### config.mk
export PLATFORM = sky130hd
export DESIGN_NAME = best_fit_free_block_allocator
export DESIGN_NICKNAME = d
export VERILOG_FILES = /design/src/rtl/core/bfa_pkg.sv /design/src/rtl/core/bfa_cell.sv /design/src/rtl/core/bfa_ring.sv /design/src/rtl/core/best_fit_free_block_allocator.sv
export VERILOG_INCLUDE_DIRS = /design/src /design/src/rtl/core
export SDC_FILE = /design/constraint.sdc
export NUM_CORES = 1
export LEC_CHECK = 0
export ABC_AREA = 0
export BUFFER_PORTS_ARGS = -buffer_cell sky130_fd_sc_hd__buf_2
export CAP_MARGIN = 30
export CORE_ASPECT_RATIO = 1.5
export CORE_MARGIN = 5
export CORE_UTILIZATION = 40
export DETAILED_ROUTE_END_ITERATION = 10
export GPL_TIMING_DRIVEN = 0
export HOLD_SLACK_MARGIN = 0.12
export SYNTH_ARGS = -nofsm -noshare
export SYNTH_HDL_FRONTEND = slang
export SYNTH_SLANG_ARGS = --single-unit
### constraint.sdc
create_clock -name i_clk -period 25.8 [get_ports i_clk]
set_input_delay 3.87 -clock i_clk [delete_from_list [all_inputs] [get_ports i_clk]]
set_output_delay 3.87 -clock i_clk [all_outputs]
set_load 0.005 [all_outputs]
### src/rtl/core/best_fit_free_block_allocator_assert.svh
// Assertion macros used by the allocator module.
`ifndef BEST_FIT_FREE_BLOCK_ALLOCATOR_ASSERT_SVH
`define BEST_FIT_FREE_BLOCK_ALLOCATOR_ASSERT_SVH

// Assert that a condition implies a consequence in the same cycle.
`define BFA_ASSERT_IMPL(label, clk, rst_n, cond, cons, msg) \
    label: assert property (@(posedge clk) disable iff (!rst_n) (cond) |-> (cons)) \
        else $error(msg);

// Assert that a condition implies a consequence in the next cycle.
`define BFA_ASSERT_NEXT(label, clk, rst_n, cond, cons, msg) \
    label: assert property (@(posedge clk) disable iff (!rst_n) (cond) |=> (cons)) \
        else $error(msg);

`endif

### src/rtl/core/bfa_pkg.sv
`default_nettype none
package bfa_pkg;

    localparam int MaxRanges = 16;
    localparam int IdxW      = $clog2(MaxRanges);
    localparam int CntW      = $clog2(MaxRanges + 1);

    localparam logic [1:0] StOk    = 2'd0;
    localparam logic [1:0] StNofit = 2'd1;
    localparam logic [1:0] StFull  = 2'd2;
    localparam logic [1:0] StRange = 2'd3;

    localparam logic CmdAdd   = 1'b0;
    localparam logic CmdAlloc = 1'b1;

    typedef struct packed {
        logic        cmd;
        logic [15:0] start_address;
        logic [16:0] length;
    } t_in_item;

    typedef struct packed {
        logic [1:0]  status;
        logic [15:0] granted_address;
    } t_out_item;

    typedef struct packed {
        logic [15:0] start;
        logic [16:0] len;
    } t_entry;

    typedef enum logic [2:0] {
        S_IDLE,
        S_SCAN,
        S_UPDATE,
        S_SWAP,
        S_OUT
    } t_state;

    // Controls from the sequencer to every cell in the row.
    typedef struct packed {
        logic   rotate;   // shift the ring by one place
        logic   write_en; // overwrite the cell at the head of the ring
        t_entry write_data;
    } t_ring_ctl;

endpackage
`default_nettype wire

### src/rtl/core/bfa_cell.sv
`default_nettype none
module bfa_cell
    import bfa_pkg::*;
(
    input  wire logic      i_clk,
    input  wire t_ring_ctl i_ctl,
    input  wire logic      i_head,
    input  wire t_entry    i_prev,
    output t_entry         o_entry
);

    t_entry r_entry;
    t_entry n_entry;

    // The head cell takes writes; all cells pass their entry on when rotating.
    always_comb begin
        n_entry = r_entry;
        if (i_ctl.rotate) begin
            n_entry = i_prev;
        end
        if (i_ctl.write_en && i_head) begin
            n_entry = i_ctl.write_data;
        end
    end

    always_ff @(posedge i_clk) begin
        r_entry <= n_entry;
    end

    assign o_entry = r_entry;

endmodule
`default_nettype wire

### src/rtl/core/bfa_ring.sv
`default_nettype none
module bfa_ring
    import bfa_pkg::*;
(
    input  wire logic      i_clk,
    input  wire t_ring_ctl i_ctl,
    output t_entry         o_head
);

    t_entry w_entry [MaxRanges];

    // Cell k takes from cell k+1, so cell 0 always shows the next entry in turn.
    for (genvar k = 0; k < MaxRanges; k++) begin : g_cell
        bfa_cell u_cell (
            .i_clk  (i_clk),
            .i_ctl  (i_ctl),
            .i_head (k == 0),
            .i_prev (w_entry[(k + 1) % MaxRanges]),
            .o_entry(w_entry[k])
        );
    end

    assign o_head = w_entry[0];

endmodule
`default_nettype wire

### src/rtl/core/best_fit_free_block_allocator.sv
// Best-fit free range allocator. The table of up to MaxRanges free ranges
// lives in a ring of identical cells that rotates by one place a cycle
// while scanning or writing; the sequencer only ever looks at the cell at
// the head. Every item is first accepted, then makes one full turn of the
// ring so the table is back in its original order afterwards; then the
// outcome is decided, a write pass of one more full turn follows when an
// entry changes (append, merge, trim or swap), and the result is presented.
// One item is worked on at a time; the output register holds the result
// until it is taken, and no new item is accepted while it waits.
`default_nettype none
module best_fit_free_block_allocator
    import bfa_pkg::*;
(
    input  wire logic     i_clk,
    input  wire logic     i_rst_n,
    input  wire logic     i_valid,
    output logic          o_stall,
    input  wire t_in_item i_item,
    output logic          o_valid,
    input  wire logic     i_stall,
    output t_out_item     o_item
);

    t_state    r_state, n_state;
    t_in_item  r_req;
    logic [IdxW-1:0] r_pos, n_pos;      // index of the entry now at the head
    logic [CntW-1:0] r_count, n_count;
    logic      r_have, n_have;          // a match or best fit was found
    logic      r_done, n_done;          // scan stopped (merge or exact fit)
    logic [IdxW-1:0] r_sel, n_sel;
    t_entry    r_best, n_best;
    t_entry    r_last, n_last;          // entry at index count-1
    t_entry    r_newv, n_newv;          // new value for the selected entry
    logic      r_del, n_del;            // allocation emptied the entry
    logic [1:0] r_status, n_status;
    logic [15:0] r_grant, n_grant;
    logic      r_ovalid, n_ovalid;
    t_out_item r_out, n_out;
    t_ring_ctl w_ctl;
    t_entry    w_head;

    logic [16:0] w_end_new;
    logic [16:0] w_end_head;
    logic        w_in_range;
    logic        w_merge_hit, w_fit_hit;

    bfa_ring u_ring (
        .i_clk (i_clk),
        .i_ctl (w_ctl),
        .o_head(w_head)
    );

    assign w_end_new   = {1'b0, r_req.start_address} + r_req.length;
    assign w_end_head  = {1'b0, w_head.start} + w_head.len;
    assign w_in_range  = ({1'b0, r_pos} < {1'b0, r_count});
    assign w_merge_hit = w_in_range && (r_req.start_address >= w_head.start)
                         && ({1'b0, r_req.start_address} <= w_end_head);
    assign w_fit_hit   = w_in_range && (w_head.len >= r_req.length)
                         && (!r_have || r_best.len > w_head.len);

    always_ff @(posedge i_clk) begin
        if (!i_rst_n) begin
            r_state  <= S_IDLE;
            r_count  <= '0;
            r_ovalid <= 1'b0;
        end else begin
            r_state  <= n_state;
            r_count  <= n_count;
            r_ovalid <= n_ovalid;
        end
        r_req    <= (r_state == S_IDLE && i_valid) ? i_item : r_req;
        r_pos    <= n_pos;
        r_have   <= n_have;
        r_done   <= n_done;
        r_sel    <= n_sel;
        r_best   <= n_best;
        r_last   <= n_last;
        r_newv   <= n_newv;
        r_del    <= n_del;
        r_status <= n_status;
        r_grant  <= n_grant;
        r_out    <= n_out;
    end

    always_comb begin
        n_state  = r_state;
        n_pos    = r_pos;
        n_count  = r_count;
        n_have   = r_have;
        n_done   = r_done;
        n_sel    = r_sel;
        n_best   = r_best;
        n_last   = r_last;
        n_newv   = r_newv;
        n_del    = r_del;
        n_status = r_status;
        n_grant  = r_grant;
        n_ovalid = r_ovalid;
        n_out    = r_out;
        w_ctl    = '0;
        if (r_ovalid && !i_stall) begin
            n_ovalid = 1'b0;
        end
        case (r_state)
            S_IDLE: begin
                n_pos  = '0;
                n_have = 1'b0;
                n_done = 1'b0;
                n_del  = 1'b0;
                n_sel  = '0;
                if (i_valid && !r_ovalid) begin
                    n_state = S_SCAN;
                end
            end
            S_SCAN: begin
                // One entry a cycle passes the head; a full turn restores order.
                w_ctl.rotate = 1'b1;
                n_pos = r_pos + 1'b1;
                if ({1'b0, r_pos} == r_count - 1'b1) begin
                    n_last = w_head;
                end
                if (!r_done) begin
                    if (r_req.cmd == CmdAdd) begin
                        if (w_merge_hit) begin
                            n_have = 1'b1;
                            n_done = 1'b1;
                            n_sel  = r_pos;
                            n_best = w_head;
                        end
                    end else if (w_fit_hit) begin
                        n_have = 1'b1;
                        n_sel  = r_pos;
                        n_best = w_head;
                        n_done = (w_head.len == r_req.length);
                    end
                end
                if (r_pos == IdxW'(MaxRanges - 1)) begin
                    n_state = S_UPDATE;
                end
            end
            S_UPDATE: begin
                // Decide the outcome and, if needed, start the write pass.
                n_pos   = '0;
                n_grant = '0;
                n_state = S_OUT;
                if (r_req.cmd == CmdAdd) begin
                    if (r_req.length == '0) begin
                        n_status = StOk;
                    end else if (w_end_new > 17'h10000 || w_end_new < r_req.length) begin
                        n_status = StRange;
                    end else if (r_have) begin
                        n_status = StOk;
                        if (w_end_new > {1'b0, r_best.start} + r_best.len) begin
                            n_newv.start = r_best.start;
                            n_newv.len   = w_end_new - {1'b0, r_best.start};
                            n_state      = S_SWAP;
                        end
                    end else if (r_count == CntW'(MaxRanges)) begin
                        n_status = StFull;
                    end else begin
                        n_status     = StOk;
                        n_sel        = r_count[IdxW-1:0];
                        n_newv.start = r_req.start_address;
                        n_newv.len   = r_req.length;
                        n_count      = r_count + 1'b1;
                        n_state      = S_SWAP;
                    end
                end else begin
                    if (r_req.length == '0 || !r_have) begin
                        n_status = StNofit;
                    end else begin
                        n_status     = StOk;
                        n_grant      = r_best.start;
                        n_newv.start = r_best.start + r_req.length[15:0];
                        n_newv.len   = r_best.len - r_req.length;
                        if (r_best.len == r_req.length) begin
                            n_del   = 1'b1;
                            n_newv  = r_last;
                            n_count = r_count - 1'b1;
                        end
                        n_state = S_SWAP;
                    end
                end
            end
            S_SWAP: begin
                // Turn once more. The write goes in on the cycle before the
                // selected entry would reach the head, so the new value takes
                // its place in the ring.
                w_ctl.rotate = 1'b1;
                n_pos = r_pos + 1'b1;
                if (n_pos == r_sel) begin
                    w_ctl.write_en   = 1'b1;
                    w_ctl.write_data = r_newv;
                end
                if (r_pos == IdxW'(MaxRanges - 1)) begin
                    n_state = S_OUT;
                end
            end
            S_OUT: begin
                if (!r_ovalid) begin
                    n_out.status          = r_status;
                    n_out.granted_address = r_grant;
                    n_ovalid = 1'b1;
                    n_state  = S_IDLE;
                end
            end
            default: begin
                n_state = S_IDLE;
            end
        endcase
    end

    // Write at head with rotate: cell 0 takes write data, which lands at the
    // head position and then moves on with the ring like every other entry.

    assign o_stall = (r_state != S_IDLE) || r_ovalid;
    assign o_valid = r_ovalid;
    assign o_item  = r_out;

    `include "best_fit_free_block_allocator_assert.svh"

    `BFA_ASSERT_IMPL(a_count_bound, i_clk, i_rst_n, 1'b1, r_count <= CntW'(MaxRanges), "count over table size")
    `BFA_ASSERT_NEXT(a_out_hold, i_clk, i_rst_n, r_ovalid && i_stall, r_ovalid && $stable(r_out), "stalled result changed")
    `BFA_ASSERT_IMPL(a_grant_zero, i_clk, i_rst_n, r_ovalid && r_out.status != StOk, r_out.granted_address == '0, "grant without ok")
    `BFA_ASSERT_NEXT(a_accept_scan, i_clk, i_rst_n, r_state == S_IDLE && i_valid && !o_stall, r_state == S_SCAN, "accepted item not scanned")

endmodule
`default_nettype wire
==> results.sh <==
export IMPL_hold_violations=0
export IMPL_synthCells=2001
export IMPL_worstMarginPinSlew_ps=1110
export IMPL_overflow=0
export IMPL_maxSlewViolCount=0
export IMPL_drv_cap=0
export IMPL_worstSetupPathType="reg2reg"
export IMPL_rows=124
export IMPL_clk_insertion_delay_late_ps=630
export IMPL_clk_pin_slew_ps=60
export IMPL_die_w_um=235
export IMPL_crit_chain="ha_1, inv_1, fa_1, nand2b_1, a21oi_2, o31ai_1, nand2_1, a221oi_1, xnor2_1, ha_1, nand4_1, nor4_2, nand3_1, a31o_2, o221a_2, buf_12"
export IMPL_period_needed_ps=6550
export IMPL_nets=2388
export IMPL_crit_start="r_req[0]"
export IMPL_dp_slack_ps=19220
export IMPL_crit_path_frequent_cell="ha_1"
export IMPL_layout_cells_non_filler=3213
export IMPL_critPathLaunchType="flop"
export IMPL_async_flop_share=0
export IMPL_grtUsageTotal=0.181
export IMPL_h_tree_depth=3
export IMPL_postCtsSetupBuffers=0
export IMPL_dp_hpwl_um=54100
export IMPL_syn_nets=2240
export IMPL_clkSinkCount=716
export IMPL_die_h_um=348
export IMPL_cpPeakStageDelay_ps=960
export IMPL_placed_cells=3084
export IMPL_final_common_cell="edfxtp_1"
export IMPL_synthDistinctLibCells=81
export IMPL_setup_ws_ps=19250
export IMPL_path_max_fanout=17
export IMPL_synth_ff_type="edfxtp_1"
export IMPL_total_power_w=0.00279
export IMPL_cts_repair_resized=0
export IMPL_vias_per_cell=5.38
export IMPL_crit_path_top_delay_cell="nor4_2"
export IMPL_syn_area_sq_mm=0.0305
export IMPL_endpoint_kind="flop"
export IMPL_layout_common_cells="707 x edfxtp_1, 195 x ha_1, 107 x a21oi_1, 105 x inv_1, 102 x nor2_1"
export IMPL_rr_worst_depth=16
export IMPL_postSynthAreaPerCell_sq_um=15.2
export IMPL_power_density_mw_per_mm2=80.3
export IMPL_outcome="finished, final reports clean"
export IMPL_antenna_left=0
export IMPL_layout_drive_gt1_share=0.118
export IMPL_io_buffer_count=57
export IMPL_cts_made_buffers=71
export IMPL_die_area_sq_mm=0.0820
export IMPL_ys_seq_area_frac=0.702
export IMPL_setup_viol=0
export IMPL_grt_antenna_before_repair=0
export IMPL_drc_errors=0
export IMPL_cts_hold_buf=0
export IMPL_drt_total_wl_um=75900
export IMPL_coreArea_sq_mm=0.0759
export IMPL_dr_pass1_iters=5
export IMPL_total_leakage_power_nw=12.6
export IMPL_fmax_ghz=0.153
export IMPL_root_buffer="clkbuf_16"
export IMPL_ioPinCount=58
export IMPL_cts_tree="done"
export IMPL_crit_path_end="r_newv[26]"
export IMPL_grt_setup_unrepaired="false"
export IMPL_worstHoldPathType="reg2reg"
export IMPL_clk_path_buf_depth=3
export IMPL_r2r_slack_ps=19250
export IMPL_vias=17300
export IMPL_gp_congestion=0.911
export IMPL_yosysWarningCount=0
export IMPL_arrival_ps=6920
export IMPL_cp_required_ps=26160
export IMPL_synth_edff_count=707
export IMPL_reg2reg_from="r_req[0]"
export IMPL_grt_first_pass_wirelength_um=111000
export IMPL_initial_core_util=0.402
export IMPL_grt_pass1_vias=17800
export IMPL_post_drt_wl_per_cell_um=23.6
export IMPL_whs_ps=407
export IMPL_area_growth_pct=14.1
export IMPL_ir_drop_v=0.0000556
export IMPL_period_share=0.254
export IMPL_slew_headroom=0.257
export IMPL_rr_endpoint="r_newv[26]"
export IMPL_drtIter0Drc=1188
export IMPL_setup_tns_ps=0
export IMPL_grt_max_degree=150
export IMPL_fill_cells=6682
export IMPL_clock_skew_ps=24.5
export IMPL_ys_ff_latch=716
## state kept, by name (all words and copies together) (netlist names), 5 cells and up
signal / count
u_ring.g_cell.u_cell.o_entry: 528
r_grant: 16
r_req: 34
r_last: 33
r_count: 5
r_best: 33
r_newv: 33
o_item: 18
## layout make-up
cell class	instances	area [sq um]	share of cell area
clock inverters	48	608	0.0175
multi-input cells	1141	8580	0.247
repair buffers	75	543	0.0156
clock buffers	80	1820	0.0523
inverters	107	409	0.0118
diodes	1	2.50	0.0000719
flip-flops and latches	716	21400	0.615
plain buffers	37	149	0.00428
well taps	1008	1260	0.0363
## cell families after synthesis
| group | synth area share |
|---|---|
| muxes | 0.0181 |
| xor gates and xnor gates | 0.0230 |
| buffers and inverters | 0.0181 |
| DFF | 0.702 |
| and+or+nand+nor | 0.0671 |
| AOI/OAI and AO/OA | 0.0871 |
| adders and majority gates | 0.0846 |
## report_power, final
part | total [W] | switching, W | leakage, nW | internal, W
Sequential | 0.00140 | 0.0000367 | 6.75 | 0.00137
Clock | 0.00108 | 0.000456 | 1.18 | 0.000629
Combinational | 0.000306 | 0.000194 | 4.66 | 0.000112
## per-layer routing
layer  wire (um)  global-route usage  vias to the layer above  part of all wire
li1            -                   -                     8025                 -
met1       31500               0.224                     8653              0.41
met2       37800               0.314                      452              0.50
met3        2770              0.0232                      154             0.037
met4        3820              0.0919                        0             0.050
met5           0                   0                        -                 0
## critical path: cells and delay by family (launching register included)
kind,cells,cell delay [ps]
buf+inv,2,350
simple gates,5,1840
compound gates,5,2290
fa+ha+maj,3,930
flops,1,550
xor+xnor,1,310
## how the worst min path moves through the flow
stage | endpoint | slack [ps] | cells past startpoint | start
floorplan | o_item[0] | 400 | 0 | r_grant[0]
global placement | u_ring.g_cell[1].u_cell.o_entry[28] | 400 | 0 | u_ring.g_cell[2].u_cell.o_entry[28]
detailed placement | o_item[5] | 400 | 0 | r_grant[5]
CTS | u_ring.g_cell[10].u_cell.o_entry[27] | 410 | 0 | u_ring.g_cell[11].u_cell.o_entry[27]
global route | u_ring.g_cell[5].u_cell.o_entry[2] | 420 | 0 | u_ring.g_cell[6].u_cell.o_entry[2]
finish | u_ring.g_cell[10].u_cell.o_entry[27] | 410 | 0 | u_ring.g_cell[11].u_cell.o_entry[27]
## per-stage QoR
stage,util,cell area (sq um)
floorplan,-,30500
global placement,0.422,32000
detailed placement,0.426,32400
CTS,0.458,34800
global route,0.458,34800
finish,0.459,34800
## cells in the mapped netlist, types with 22 or more instances
| master | count | area share |
|---|---|---|
| nand4_1 | 23 | 0.0047 |
| nor2b_1 | 30 | 0.0062 |
| nand2b_1 | 22 | 0.0045 |
| xnor2_1 | 48 | 0.014 |
| xor2_1 | 32 | 0.0092 |
| a21oi_1 | 107 | 0.018 |
| nor3_1 | 32 | 0.0053 |
| mux2_2 | 34 | 0.013 |
| edfxtp_1 | 707 | 0.70 |
| nor2_1 | 105 | 0.013 |
| o21a_1 | 22 | 0.0054 |
| ha_1 | 195 | 0.080 |
| nand2_1 | 87 | 0.011 |
| o21ai_0 | 70 | 0.011 |
| clkbuf_1 | 29 | 0.0036 |
| a211oi_1 | 24 | 0.0059 |
| inv_1 | 106 | 0.013 |
| nand3_1 | 31 | 0.0051 |
| a21o_1 | 34 | 0.0084 |
(Power assumes the default switching activity.)
